`src/hdl/tsc_pkg.sv`:
```
// shared types, constants and helpers for the taylor sine/cosine/tangent core
package tsc_pkg;

  // working format: signed Q.32 held in 48 bits
  localparam int WW     = 48;
  localparam int HALF_W = WW / 2;
  localparam int PROD_W = 2 * WW;
  // dividend width of the shared divider (tangent numerator needs the most)
  localparam int DVD_W  = 80;
  localparam int STEP_W = 7;
  // series counters, sized for the largest term limit
  localparam int I_W    = 8;
  localparam int CNT_W  = 7;
  localparam int DEN_W  = 15;
  // configuration port
  localparam int REG_W   = 25;
  localparam int CFG_IDX_W = 8;
  localparam int CFG_DAT_W = 32;

  localparam logic [CFG_IDX_W-1:0] REG_TERM_STOP = 8'd0;
  localparam logic [CFG_IDX_W-1:0] REG_COS_ZERO  = 8'd1;

  localparam logic [STEP_W-1:0] DIV_TERM_STEPS = STEP_W'(WW);
  localparam logic [STEP_W-1:0] DIV_TAN_STEPS  = STEP_W'(DVD_W);

  // 2*pi in Q.32, rounded from pi in Q.62
  localparam logic [63:0] TWO_PI_Q32_64 =
    (64'hC90F_DAA2_2168_C235 + 64'h0000_0000_1000_0000) >> 29;
  localparam logic signed [WW-1:0] TWO_PI_Q32 = TWO_PI_Q32_64[WW-1:0];
  localparam logic signed [WW-1:0] NEG_TWO_PI_Q32 = -TWO_PI_Q32;
  localparam logic signed [WW-1:0] ONE_Q32 = {{(WW-33){1'b0}}, 1'b1, 32'b0};

  typedef enum logic [1:0] {
    CMD_SIN  = 2'd0,
    CMD_COS  = 2'd1,
    CMD_TAN  = 2'd2,
    CMD_NONE = 2'd3
  } cmd_e;

  typedef enum logic [4:0] {
    OP_NONE,
    OP_LOAD,
    OP_REDUCE,
    OP_MUL_SQ,
    OP_SET_X2,
    OP_INIT_SIN,
    OP_INIT_COS,
    OP_SIN_STEP,
    OP_MUL_TERM,
    OP_DIV_TERM,
    OP_SET_TERM,
    OP_COS_SET,
    OP_SAVE_SIN,
    OP_DIV_TAN,
    OP_OUT_SC,
    OP_OUT_TAN,
    OP_OUT_UNDEF,
    OP_OUT_ZERO
  } dp_op_e;

  typedef struct packed {
    dp_op_e            op;
    logic [DEN_W-1:0]  den;
  } dp_cmd_t;

  typedef struct packed {
    logic red_done;
    logic term_big;
    logic cos_small;
    logic mul_busy;
    logic div_busy;
  } dp_stat_t;

  // magnitude of a signed working value
  function automatic logic [WW-1:0] mag(input logic [WW-1:0] v);
    mag = v[WW-1] ? (~v + {{(WW-1){1'b0}}, 1'b1}) : v;
  endfunction

endpackage

```
`src/hdl/taylor_sine_cosine_tangent_core.sv`:
```
// top level of the taylor series sine, cosine and tangent core
//
//  channel  | handshake                | payload
//  ---------+--------------------------+-------------------------------------
//  in       | in_valid_i / in_ready_o  | cmd_i, angle_i
//  out      | out_valid_o / out_ready_i| value_o, undefined_o, saturated_o
//  cfg      | cfg_valid_i / cfg_ready_o| cfg_index_i, cfg_data_i
//
// one request at a time; sine or cosine runs the angle reduction steps and then the series
//   terms, tangent runs the sine series, then the cosine series and then one final divide;
//   each term costs a shared multiply and a divide
// the shared radix-2 divider serves both the series terms and the tangent quotient
// reset clears the controller and sets the thresholds to 0 and 1
// a new request is taken while the previous result still waits on out
// configuration is always accepted, writes beyond index 1 are dropped
module taylor_sine_cosine_tangent_core #(
  parameter int MAX_TERMS = 40,
  parameter int FRAC_BITS = 24
) (
  input  logic                           clk_i,
  input  logic                           rst_ni,
  input  logic                           in_valid_i,
  output logic                           in_ready_o,
  input  logic [1:0]                     cmd_i,
  input  logic [31:0]                    angle_i,
  output logic                           out_valid_o,
  input  logic                           out_ready_i,
  output logic [31:0]                    value_o,
  output logic                           undefined_o,
  output logic                           saturated_o,
  input  logic                           cfg_valid_i,
  output logic                           cfg_ready_o,
  input  logic [tsc_pkg::CFG_IDX_W-1:0]  cfg_index_i,
  input  logic [tsc_pkg::CFG_DAT_W-1:0]  cfg_data_i
);
  import tsc_pkg::*;

  dp_cmd_t  dp_cmd;
  dp_stat_t dp_stat;
  cmd_e     cmd_in;

  assign cmd_in      = cmd_e'(cmd_i);
  assign cfg_ready_o = 1'b1;

  tsc_ctrl #(
    .MAX_TERMS (MAX_TERMS)
  ) u_ctrl (
    .clk_i       (clk_i),
    .rst_ni      (rst_ni),
    .in_valid_i  (in_valid_i),
    .in_ready_o  (in_ready_o),
    .cmd_i       (cmd_in),
    .out_valid_o (out_valid_o),
    .out_ready_i (out_ready_i),
    .dp_cmd_o    (dp_cmd),
    .stat_i      (dp_stat)
  );

  tsc_dp #(
    .FRAC_BITS (FRAC_BITS)
  ) u_dp (
    .clk_i       (clk_i),
    .rst_ni      (rst_ni),
    .cmd_i       (dp_cmd),
    .stat_o      (dp_stat),
    .angle_i     (angle_i),
    .cfg_valid_i (cfg_valid_i),
    .cfg_index_i (cfg_index_i),
    .cfg_data_i  (cfg_data_i),
    .value_o     (value_o),
    .undefined_o (undefined_o),
    .saturated_o (saturated_o)
  );

endmodule

```
`src/hdl/tsc_mul.sv`:
```
// sequential magnitude multiplier, four 24x24 partial products, Q.32 rounding
module tsc_mul (
  input  logic                    clk_i,
  input  logic                    rst_ni,
  input  logic                    start_i,
  input  logic [tsc_pkg::WW-1:0]  a_i,
  input  logic [tsc_pkg::WW-1:0]  b_i,
  output logic                    busy_o,
  output logic [tsc_pkg::WW-1:0]  prod_o
);
  import tsc_pkg::*;

  logic [WW-1:0]       a_q, b_q;
  logic [PROD_W-1:0]   acc_q, acc_rnd;
  logic [1:0]          step_q;
  logic                busy_q;
  logic [HALF_W-1:0]   a_half, b_half;
  logic [WW-1:0]       pp;
  logic [PROD_W-1:0]   pp_sh;

  // pick halves for the current partial product
  always_comb begin
    a_half = step_q[1] ? a_q[WW-1:HALF_W] : a_q[HALF_W-1:0];
    b_half = step_q[0] ? b_q[WW-1:HALF_W] : b_q[HALF_W-1:0];
    pp     = WW'(a_half * b_half);
    case (step_q)
      2'd0:    pp_sh = {{WW{1'b0}}, pp};
      2'd3:    pp_sh = {pp, {WW{1'b0}}};
      default: pp_sh = {{HALF_W{1'b0}}, pp, {HALF_W{1'b0}}};
    endcase
  end

  // accumulate one partial product per cycle
  always_ff @(posedge clk_i or negedge rst_ni) begin
    if (!rst_ni) begin
      busy_q <= 1'b0;
      step_q <= '0;
    end else if (start_i) begin
      busy_q <= 1'b1;
      step_q <= '0;
    end else if (busy_q) begin
      step_q <= step_q + 2'd1;
      if (step_q == 2'd3) begin
        busy_q <= 1'b0;
      end
    end
  end

  always_ff @(posedge clk_i) begin
    if (start_i) begin
      a_q   <= a_i;
      b_q   <= b_i;
      acc_q <= '0;
    end else if (busy_q) begin
      acc_q <= acc_q + pp_sh;
    end
  end

  // round to nearest at the Q.32 point
  assign acc_rnd = acc_q + PROD_W'(32'h8000_0000);
  assign prod_o  = acc_rnd[32 +: WW];
  assign busy_o  = busy_q;

endmodule

```
`src/hdl/tsc_div.sv`:
```
// radix-2 restoring divider, one quotient bit per cycle
module tsc_div (
  input  logic                        clk_i,
  input  logic                        rst_ni,
  input  logic                        start_i,
  input  logic [tsc_pkg::DVD_W-1:0]   dvd_i,
  input  logic [tsc_pkg::WW-1:0]      dsr_i,
  input  logic [tsc_pkg::STEP_W-1:0]  steps_i,
  output logic                        busy_o,
  output logic [tsc_pkg::DVD_W-1:0]   quo_o
);
  import tsc_pkg::*;

  logic [WW-1:0]     rem_q, dsr_q;
  logic [DVD_W-1:0]  dvd_q, quo_q;
  logic [STEP_W-1:0] cnt_q;
  logic              busy_q;
  logic [WW:0]       trial, diff;
  logic              ge;

  // trial subtract
  always_comb begin
    trial = {rem_q, dvd_q[DVD_W-1]};
    diff  = trial - {1'b0, dsr_q};
    ge    = trial >= {1'b0, dsr_q};
  end

  always_ff @(posedge clk_i or negedge rst_ni) begin
    if (!rst_ni) begin
      busy_q <= 1'b0;
      cnt_q  <= '0;
    end else if (start_i) begin
      busy_q <= 1'b1;
      cnt_q  <= steps_i;
    end else if (busy_q) begin
      cnt_q <= cnt_q - {{(STEP_W-1){1'b0}}, 1'b1};
      if (cnt_q == {{(STEP_W-1){1'b0}}, 1'b1}) begin
        busy_q <= 1'b0;
      end
    end
  end

  always_ff @(posedge clk_i) begin
    if (start_i) begin
      rem_q <= '0;
      dsr_q <= dsr_i;
      dvd_q <= dvd_i;
      quo_q <= '0;
    end else if (busy_q) begin
      rem_q <= ge ? diff[WW-1:0] : trial[WW-1:0];
      dvd_q <= {dvd_q[DVD_W-2:0], 1'b0};
      quo_q <= {quo_q[DVD_W-2:0], ge};
    end
  end

  assign busy_o = busy_q;
  assign quo_o  = quo_q;

endmodule

```
`src/hdl/tsc_dp.sv`:
```
// datapath: angle reduction, series terms, tangent quotient and result register
module tsc_dp #(
  parameter int FRAC_BITS = 24
) (
  input  logic                           clk_i,
  input  logic                           rst_ni,
  input  tsc_pkg::dp_cmd_t               cmd_i,
  output tsc_pkg::dp_stat_t              stat_o,
  input  logic [31:0]                    angle_i,
  input  logic                           cfg_valid_i,
  input  logic [tsc_pkg::CFG_IDX_W-1:0]  cfg_index_i,
  input  logic [tsc_pkg::CFG_DAT_W-1:0]  cfg_data_i,
  output logic [31:0]                    value_o,
  output logic                           undefined_o,
  output logic                           saturated_o
);
  import tsc_pkg::*;

  localparam int SH = 32 - FRAC_BITS;
  localparam logic signed [WW-1:0] RND = WW'(1) << (SH - 1);

  logic [REG_W-1:0]        term_stop_q, cos_zero_q;
  logic signed [WW-1:0]    x_q, term_q, sum_q, sin_q;
  logic [WW-1:0]           x2_q;
  logic                    neg_q;
  logic [31:0]             value_q;
  logic                    undef_q, sat_q;

  logic signed [WW-1:0]    angle_ext, q_s, new_term, sc_rnd;
  logic [WW-1:0]           x_mag, term_mag, cos_mag;
  logic                    mul_start, mul_busy, div_start, div_busy;
  logic [WW-1:0]           mul_a, mul_b, mul_prod, div_dsr;
  logic [DVD_W-1:0]        div_dvd, div_quo, tan_num;
  logic [STEP_W-1:0]       div_steps;
  logic                    tan_neg, tan_pos_ovf, tan_neg_ovf;
  logic [31:0]             tan_val;

  // configuration registers
  always_ff @(posedge clk_i or negedge rst_ni) begin
    if (!rst_ni) begin
      term_stop_q <= '0;
      cos_zero_q  <= REG_W'(1);
    end else if (cfg_valid_i) begin
      if (cfg_index_i == REG_TERM_STOP) begin
        term_stop_q <= cfg_data_i[REG_W-1:0];
      end else if (cfg_index_i == REG_COS_ZERO) begin
        cos_zero_q <= cfg_data_i[REG_W-1:0];
      end
    end
  end

  // magnitudes, comparisons and status
  always_comb begin
    angle_ext = {{(WW-32){angle_i[31]}}, angle_i};
    x_mag     = mag(x_q);
    term_mag  = mag(term_q);
    cos_mag   = mag(sum_q);
    stat_o.red_done  = !(x_q > TWO_PI_Q32) && !(x_q < NEG_TWO_PI_Q32);
    stat_o.term_big  = term_mag > (WW'(term_stop_q) << SH);
    stat_o.cos_small = (sum_q == '0) || (cos_mag < (WW'(cos_zero_q) << SH));
    stat_o.mul_busy  = mul_busy;
    stat_o.div_busy  = div_busy;
  end

  // unit operand selection
  always_comb begin
    mul_start = (cmd_i.op == OP_MUL_SQ) || (cmd_i.op == OP_MUL_TERM) ||
                (cmd_i.op == OP_SIN_STEP);
    mul_a     = (cmd_i.op == OP_MUL_SQ) ? x_mag : term_mag;
    mul_b     = (cmd_i.op == OP_MUL_SQ) ? x_mag : x2_q;
    tan_num   = (DVD_W'(mag(sin_q)) << FRAC_BITS) + DVD_W'(cos_mag >> 1);
    div_start = (cmd_i.op == OP_DIV_TERM) || (cmd_i.op == OP_DIV_TAN);
    if (cmd_i.op == OP_DIV_TERM) begin
      div_dvd   = {mul_prod, {(DVD_W-WW){1'b0}}};
      div_dsr   = WW'(cmd_i.den);
      div_steps = DIV_TERM_STEPS;
    end else begin
      div_dvd   = tan_num;
      div_dsr   = cos_mag;
      div_steps = DIV_TAN_STEPS;
    end
  end

  // next term, narrowed result and tangent saturation
  always_comb begin
    q_s         = $signed(div_quo[WW-1:0]);
    new_term    = neg_q ? q_s : -q_s;
    sc_rnd      = (sum_q + RND) >>> SH;
    tan_neg     = sin_q[WW-1] ^ sum_q[WW-1];
    tan_pos_ovf = div_quo > DVD_W'(32'h7FFF_FFFF);
    tan_neg_ovf = div_quo > DVD_W'(32'h8000_0000);
    tan_val     = tan_neg ? (~div_quo[31:0] + 32'd1) : div_quo[31:0];
  end

  tsc_mul u_mul (
    .clk_i   (clk_i),
    .rst_ni  (rst_ni),
    .start_i (mul_start),
    .a_i     (mul_a),
    .b_i     (mul_b),
    .busy_o  (mul_busy),
    .prod_o  (mul_prod)
  );

  tsc_div u_div (
    .clk_i   (clk_i),
    .rst_ni  (rst_ni),
    .start_i (div_start),
    .dvd_i   (div_dvd),
    .dsr_i   (div_dsr),
    .steps_i (div_steps),
    .busy_o  (div_busy),
    .quo_o   (div_quo)
  );

  // working registers and result
  always_ff @(posedge clk_i) begin
    case (cmd_i.op)
      OP_LOAD:     x_q <= angle_ext <<< SH;
      OP_REDUCE: begin
        if (x_q > TWO_PI_Q32) begin
          x_q <= x_q - TWO_PI_Q32;
        end else if (x_q < NEG_TWO_PI_Q32) begin
          x_q <= x_q + TWO_PI_Q32;
        end
      end
      OP_SET_X2:   x2_q <= mul_prod;
      OP_INIT_SIN: begin
        term_q <= x_q;
        sum_q  <= '0;
      end
      OP_INIT_COS: begin
        term_q <= ONE_Q32;
        sum_q  <= ONE_Q32;
      end
      OP_SIN_STEP: begin
        sum_q <= sum_q + term_q;
        neg_q <= term_q[WW-1];
      end
      OP_MUL_TERM: neg_q <= term_q[WW-1];
      OP_SET_TERM: term_q <= new_term;
      OP_COS_SET: begin
        term_q <= new_term;
        sum_q  <= sum_q + new_term;
      end
      OP_SAVE_SIN: sin_q <= sum_q;
      OP_OUT_SC: begin
        value_q <= sc_rnd[31:0];
        undef_q <= 1'b0;
        sat_q   <= 1'b0;
      end
      OP_OUT_TAN: begin
        undef_q <= 1'b0;
        if (!tan_neg && tan_pos_ovf) begin
          value_q <= 32'h7FFF_FFFF;
          sat_q   <= 1'b1;
        end else if (tan_neg && tan_neg_ovf) begin
          value_q <= 32'h8000_0000;
          sat_q   <= 1'b1;
        end else begin
          value_q <= tan_val;
          sat_q   <= 1'b0;
        end
      end
      OP_OUT_UNDEF: begin
        value_q <= '0;
        undef_q <= 1'b1;
        sat_q   <= 1'b0;
      end
      OP_OUT_ZERO: begin
        value_q <= '0;
        undef_q <= 1'b0;
        sat_q   <= 1'b0;
      end
      default: ;
    endcase
  end

  assign value_o     = value_q;
  assign undefined_o = undef_q;
  assign saturated_o = sat_q;

endmodule

```
`src/hdl/tsc_ctrl.sv`:
```
// controller: sequences reduction, series loops, tangent division and output
module tsc_ctrl #(
  parameter int MAX_TERMS = 40
) (
  input  logic               clk_i,
  input  logic               rst_ni,
  input  logic               in_valid_i,
  output logic               in_ready_o,
  input  tsc_pkg::cmd_e      cmd_i,
  output logic               out_valid_o,
  input  logic               out_ready_i,
  output tsc_pkg::dp_cmd_t   dp_cmd_o,
  input  tsc_pkg::dp_stat_t  stat_i
);
  import tsc_pkg::*;

  typedef enum logic [3:0] {
    S_IDLE,
    S_RED,
    S_SQ_WAIT,
    S_INIT,
    S_CHECK,
    S_MUL_WAIT,
    S_DIV_WAIT,
    S_TAN_CHK,
    S_TAN_WAIT,
    S_OUT
  } state_e;

  state_e            state_q, state_d;
  cmd_e              cmd_q, cmd_d;
  logic              is_cos_q, is_cos_d;
  logic              undef_q, undef_d;
  logic              out_valid_q, out_valid_d;
  logic [CNT_W-1:0]  used_q, used_d;
  logic [I_W-1:0]    i_q, i_d;
  logic [2*I_W-1:0]  den_full;
  logic              go;
  dp_op_e            op;

  assign den_full = i_q * (i_q - {{(I_W-1){1'b0}}, 1'b1});
  assign go       = stat_i.term_big && (used_q < CNT_W'(MAX_TERMS));

  // next state and datapath command
  always_comb begin
    state_d     = state_q;
    cmd_d       = cmd_q;
    is_cos_d    = is_cos_q;
    undef_d     = undef_q;
    used_d      = used_q;
    i_d         = i_q;
    op          = OP_NONE;
    out_valid_d = out_valid_q && !out_ready_i;
    unique case (state_q)
      S_IDLE: begin
        if (in_valid_i) begin
          op      = OP_LOAD;
          cmd_d   = cmd_i;
          undef_d = 1'b0;
          state_d = (cmd_i == CMD_NONE) ? S_OUT : S_RED;
        end
      end
      S_RED: begin
        if (stat_i.red_done) begin
          op      = OP_MUL_SQ;
          state_d = S_SQ_WAIT;
        end else begin
          op = OP_REDUCE;
        end
      end
      S_SQ_WAIT: begin
        if (!stat_i.mul_busy) begin
          op       = OP_SET_X2;
          is_cos_d = (cmd_q == CMD_COS);
          state_d  = S_INIT;
        end
      end
      S_INIT: begin
        op      = is_cos_q ? OP_INIT_COS : OP_INIT_SIN;
        used_d  = is_cos_q ? CNT_W'(1) : '0;
        i_d     = is_cos_q ? I_W'(2) : I_W'(1);
        state_d = S_CHECK;
      end
      S_CHECK: begin
        if (go) begin
          state_d = S_MUL_WAIT;
          if (is_cos_q) begin
            op = OP_MUL_TERM;
          end else begin
            op     = OP_SIN_STEP;
            used_d = used_q + CNT_W'(1);
            i_d    = i_q + I_W'(2);
          end
        end else if (!is_cos_q && cmd_q == CMD_TAN) begin
          op       = OP_SAVE_SIN;
          is_cos_d = 1'b1;
          state_d  = S_INIT;
        end else if (cmd_q == CMD_TAN) begin
          state_d = S_TAN_CHK;
        end else begin
          state_d = S_OUT;
        end
      end
      S_MUL_WAIT: begin
        if (!stat_i.mul_busy) begin
          op      = OP_DIV_TERM;
          state_d = S_DIV_WAIT;
        end
      end
      S_DIV_WAIT: begin
        if (!stat_i.div_busy) begin
          state_d = S_CHECK;
          if (is_cos_q) begin
            op     = OP_COS_SET;
            used_d = used_q + CNT_W'(1);
            i_d    = i_q + I_W'(2);
          end else begin
            op = OP_SET_TERM;
          end
        end
      end
      S_TAN_CHK: begin
        if (stat_i.cos_small) begin
          undef_d = 1'b1;
          state_d = S_OUT;
        end else begin
          op      = OP_DIV_TAN;
          state_d = S_TAN_WAIT;
        end
      end
      S_TAN_WAIT: begin
        if (!stat_i.div_busy) begin
          state_d = S_OUT;
        end
      end
      S_OUT: begin
        if (!out_valid_q || out_ready_i) begin
          out_valid_d = 1'b1;
          state_d     = S_IDLE;
          unique case (cmd_q) inside
            CMD_SIN, CMD_COS: op = OP_OUT_SC;
            CMD_TAN:          op = undef_q ? OP_OUT_UNDEF : OP_OUT_TAN;
            default:          op = OP_OUT_ZERO;
          endcase
        end
      end
      default: state_d = S_IDLE;
    endcase
  end

  // state and registered control
  always_ff @(posedge clk_i or negedge rst_ni) begin
    if (!rst_ni) begin
      state_q     <= S_IDLE;
      cmd_q       <= CMD_SIN;
      is_cos_q    <= 1'b0;
      undef_q     <= 1'b0;
      out_valid_q <= 1'b0;
      used_q      <= '0;
      i_q         <= '0;
    end else begin
      state_q     <= state_d;
      cmd_q       <= cmd_d;
      is_cos_q    <= is_cos_d;
      undef_q     <= undef_d;
      out_valid_q <= out_valid_d;
      used_q      <= used_d;
      i_q         <= i_d;
    end
  end

  assign in_ready_o   = (state_q == S_IDLE);
  assign out_valid_o  = out_valid_q;
  assign dp_cmd_o.op  = op;
  assign dp_cmd_o.den = den_full[DEN_W-1:0];

  // no unit is running while a new request can be taken
  assert property (@(posedge clk_i) disable iff (!rst_ni)
    (state_q == S_IDLE) |-> (!stat_i.mul_busy && !stat_i.div_busy))
    else $error("arithmetic unit busy in idle");

  // term count never passes the limit
  assert property (@(posedge clk_i) disable iff (!rst_ni)
    used_q <= CNT_W'(MAX_TERMS))
    else $error("term count beyond limit");

  // result register is only loaded when free
  assert property (@(posedge clk_i) disable iff (!rst_ni)
    (state_q == S_OUT && state_d == S_IDLE) |-> (!out_valid_q || out_ready_i))
    else $error("result overwritten before taken");

  // sine runs odd indexes, cosine even ones
  assert property (@(posedge clk_i) disable iff (!rst_ni)
    (state_q == S_CHECK) |-> (i_q[0] == !is_cos_q))
    else $error("series index parity wrong");

endmodule

```
`config.mk`:
```
export PLATFORM = sky130hd
export DESIGN_NAME = taylor_sine_cosine_tangent_core
export DESIGN_NICKNAME = d
export VERILOG_FILES = /design/src/hdl/tsc_pkg.sv /design/src/hdl/taylor_sine_cosine_tangent_core.sv /design/src/hdl/tsc_mul.sv /design/src/hdl/tsc_div.sv /design/src/hdl/tsc_dp.sv /design/src/hdl/tsc_ctrl.sv
export SDC_FILE = /design/constraint.sdc
export NUM_CORES = 2
export LEC_CHECK = 0
export ABC_AREA = 1
export BUFFER_PORTS_ARGS = -buffer_cell sky130_fd_sc_hd__buf_4
export CAP_MARGIN = 20
export CORE_UTILIZATION = 55
export DETAILED_ROUTE_END_ITERATION = 16
export GPL_ROUTABILITY_DRIVEN = 0
export PLACE_DENSITY_LB_ADDON = 0.1
export SLEW_MARGIN = 20
export SYNTH_ARGS = -nofsm -noshare
export SYNTH_HDL_FRONTEND = slang
export SYNTH_SLANG_ARGS = --single-unit
```
`constraint.sdc`:
```
create_clock -name clk_i -period 11.65 [get_ports clk_i]
set_clock_uncertainty 0.2 [all_clocks]
set_input_delay 0.5825 -clock clk_i [delete_from_list [all_inputs] [get_ports clk_i]]
set_output_delay 0.5825 -clock clk_i [all_outputs]
set_load 0.03 [all_outputs]
```
==> impl_metrics.env <==
export IMPL_finalSetupViolCount=0
export IMPL_fp_coreArea_um2=143800
export IMPL_cts_num_sinks=792
export IMPL_vias=76070
export IMPL_cp_depth=40
export IMPL_synth_async_sr_flop_share_pct=10.73
export IMPL_die_area_um2=146800
export IMPL_nNetsFinal=11960
export IMPL_cts_root_buffer="clkbuf_16"
export IMPL_area_delta_synth_final_pct=8.383
export IMPL_grt_max_degree=105
export IMPL_grt_first_pass_wirelength_mm=430.1
export IMPL_grt_overflow=0
export IMPL_dp_hpwl_mm=225.7
export IMPL_maxCapViolCount=0
export IMPL_critPathLaunchType="register"
export IMPL_relSlewSlack_pct=14.10
export IMPL_hp_class="in2reg"
export IMPL_timing_critical_path_buf_inv=6
export IMPL_cts_tree="yes"
export IMPL_rsz0062_at_grt="false"
export IMPL_die_x_um=383.1
export IMPL_ant_nets=0
export IMPL_antenna_found_initial=8
export IMPL_hp_start="cfg_data_i[7]"
export IMPL_endpoint_kind="register"
export IMPL_tns_ps=0
export IMPL_worstReg2RegEnd="u_dp.u_mul.acc_q[45]"
export IMPL_yosysSeqAreaShare_pct=26.63
export IMPL_slowest_stage="fa_1"
export IMPL_status="complete, no violations"
export IMPL_fillers=13220
export IMPL_rows=139
export IMPL_cp_required_ps=12020
export IMPL_finalCriticalPeriod_ps=11200
export IMPL_yosysUniqueCellTypes=80
export IMPL_drv_slew=0
export IMPL_initial_core_util_pct=55.55
export IMPL_die_y_um=383.1
export IMPL_crit_start="u_dp.u_mul.step_q[1]"
export IMPL_first_global_vias=72790
export IMPL_hold_violations=0
export IMPL_reg2reg_depth=40
export IMPL_synth_avg_cell_area_um2=7.393
export IMPL_ys_warn_count=0
export IMPL_drt_pass1_iter_count=14
export IMPL_worstSetupPathType="reg2reg"
export IMPL_path_max_fanout=14
export IMPL_drt_initial_drc_count=8923
export IMPL_synth_edf_count=499
export IMPL_portBuffers=107
export IMPL_max_freq_ghz=0.08929
export IMPL_htreeDepth=3
export IMPL_post_drt_wl_per_cell_um=22.21
export IMPL_final_cell_mix="2285 x nand2_1, 1724 x inv_1, 1315 x nor2_1"
export IMPL_multi_input_area_um2=50520
export IMPL_clockBufferDepth=3
export IMPL_clk_latency_ps=740
export IMPL_critical_path_top_delay_family="adder cells"
export IMPL_r2r_start="u_dp.u_mul.step_q[1]"
export IMPL_final_common_cell="nand2_1"
export IMPL_cts_buffers=93
export IMPL_endpoint="u_dp.u_mul.acc_q[45]"
export IMPL_synthCells=10810
export IMPL_max_stage_delay_ps=630
export IMPL_drt_wl_total_mm=285.6
export IMPL_synthFlopType="edfxtp_1"
export IMPL_period_share_pct=96.13
export IMPL_via_per_inst=5.916
export IMPL_syn_area_um2=79900
export IMPL_drcViolationCount=0
export IMPL_drive_above_1_share_pct=6.776
export IMPL_reg2reg_slack_ps=450
export IMPL_clkTransAtPathRegs_ps=60
export IMPL_register_area_um2=21280
export IMPL_worst_pin_slew_ps=1284
export IMPL_ios=116
export IMPL_path_common_cell="nand2_1"
export IMPL_crit_arrival_ps=11560
export IMPL_synth_seq_cells=792
export IMPL_grt_use_total_pct=38.45
-- registers in the layout, summed over array words and instances, names as in the netlist, 48 cells and up --
register / flops
u_dp.sum_q: 48
u_dp.u_div.quo_o: 80
u_dp.u_div.dsr_q: 48
u_dp.sin_q: 48
u_dp.x2_q: 48
u_dp.u_div.dvd_q: 80
u_dp.u_mul.acc_q: 80
u_dp.u_mul.b_q: 48
u_dp.x_q: 48
u_dp.u_mul.a_q: 48
u_dp.u_div.rem_q: 48
u_dp.term_q: 48
-- cell usage after synthesis (22+ instances only) --
master	number	share of area, %
nand2_1	2289	11
inv_1	1737	8.2
nor2_1	1319	6.2
o21ai_0	697	4.4
a21oi_1	587	3.7
fa_1	539	14
edfxtp_1	499	19
ha_1	471	7.4
nand3_1	427	2.7
xor2_1	309	3.4
clkbuf_1	239	1.1
dfxtp_1	208	5.2
nor3_1	139	0.87
or2_2	116	0.91
nand4_1	111	0.87
xnor2_1	111	1.2
dfrtp_1	84	2.6
a31oi_1	82	0.64
o22ai_1	82	0.64
nor4_1	74	0.58
buf_2	72	0.45
o21ai_1	67	0.42
o22ai_2	60	0.94
o211ai_1	58	0.54
o21a_1	40	0.38
inv_2	34	0.16
a21o_1	30	0.28
nor2_2	23	0.18
a211oi_1	22	0.21
-- worst min-delay path by stage --
stage / to / slack [ps] / cells past startpoint
detailed placement: u_dp.u_mul.acc_q[18] / 260 / 2
finish: u_dp.term_stop_q[7] / 20 / 3
floorplan: u_ctrl.cmd_q[0] / 90 / 0
global placement: u_dp.u_mul.acc_q[14] / 250 / 2
global route: u_dp.term_stop_q[14] / 30 / 3
CTS: u_dp.term_stop_q[11] / 0.2 / 3
-- cell families (layout without fill, tap and decap cells) --
| family | after synthesis | after routing | synth area share (%) |
|---|---|---|---|
| simple gates | 4589 | 4589 | 24.04 |
| buf+inv | 2133 | 2270 | 10.31 |
| compound gates | 1859 | 1859 | 13.51 |
| fa+ha+maj | 1010 | 1010 | 20.88 |
| flops | 792 | 792 | 26.63 |
| xor+xnor | 420 | 420 | 4.604 |
| other cells | 2 | 13 | 0.009399 |
| mux | 2 | 2 | 0.02506 |
-- repair_timing --
action	in CTS	in global routing
hold buffers	46	0
hold endpoints to repair	91	0
endpoints found under the setup margin	0	9
buffers inserted	0	12
resized for setup	0	17
-- per-layer routing --
layer	part of all wire [%]	up-vias	global-route usage (%)
li1	-	35040	-
met1	38	35820	48.42
met2	43	4222	58.60
met3	11	984	8.663
met4	8.3	6	26.64
met5	0.044	-	0
-- final cells by class --
class                   instances  share of cell area (%)
multi-input cells            7888                   58.34
flip-flops and latches        792                   24.57
inverters                    1785                   7.779
clock buffers                 129                   3.062
repair buffers                311                   2.862
well taps                    1903                   2.750
clock inverters                45                  0.6242
diodes                          5                 0.01445
-- through the flow --
| step | setup slack (ps) | utilization, % | instance area [um^2] | cells | hold slack [ps] |
|---|---|---|---|---|---|
| 6_report | 450.4 | 60.21 | 86600 | 12860 | 22.85 |
| 5_1_grt | 45.40 | 60.20 | 86580 | 12850 | 31.63 |
| 4_1_cts | 622.3 | 60.08 | 86410 | 12840 | 0.1639 |
| 3_5_place_dp | 598.5 | 57.54 | 82760 | 12620 | 263.9 |
| 3_3_place_gp | 733.3 | 57.54 | 82760 | 12620 | 253.2 |
| 2_1_floorplan | 2218 | - | 79920 | 10810 | 86.91 |
-- worst min-delay path: cells and delay by family --
family,cells,cell delay [ps]
AO/OA/AOI/OAI,1,170
buffers and inverters,2,180
Power is left out: the tool's default activity adds up to more than one toggle a clock period on the data nets, which glitch-free logic cannot reach.
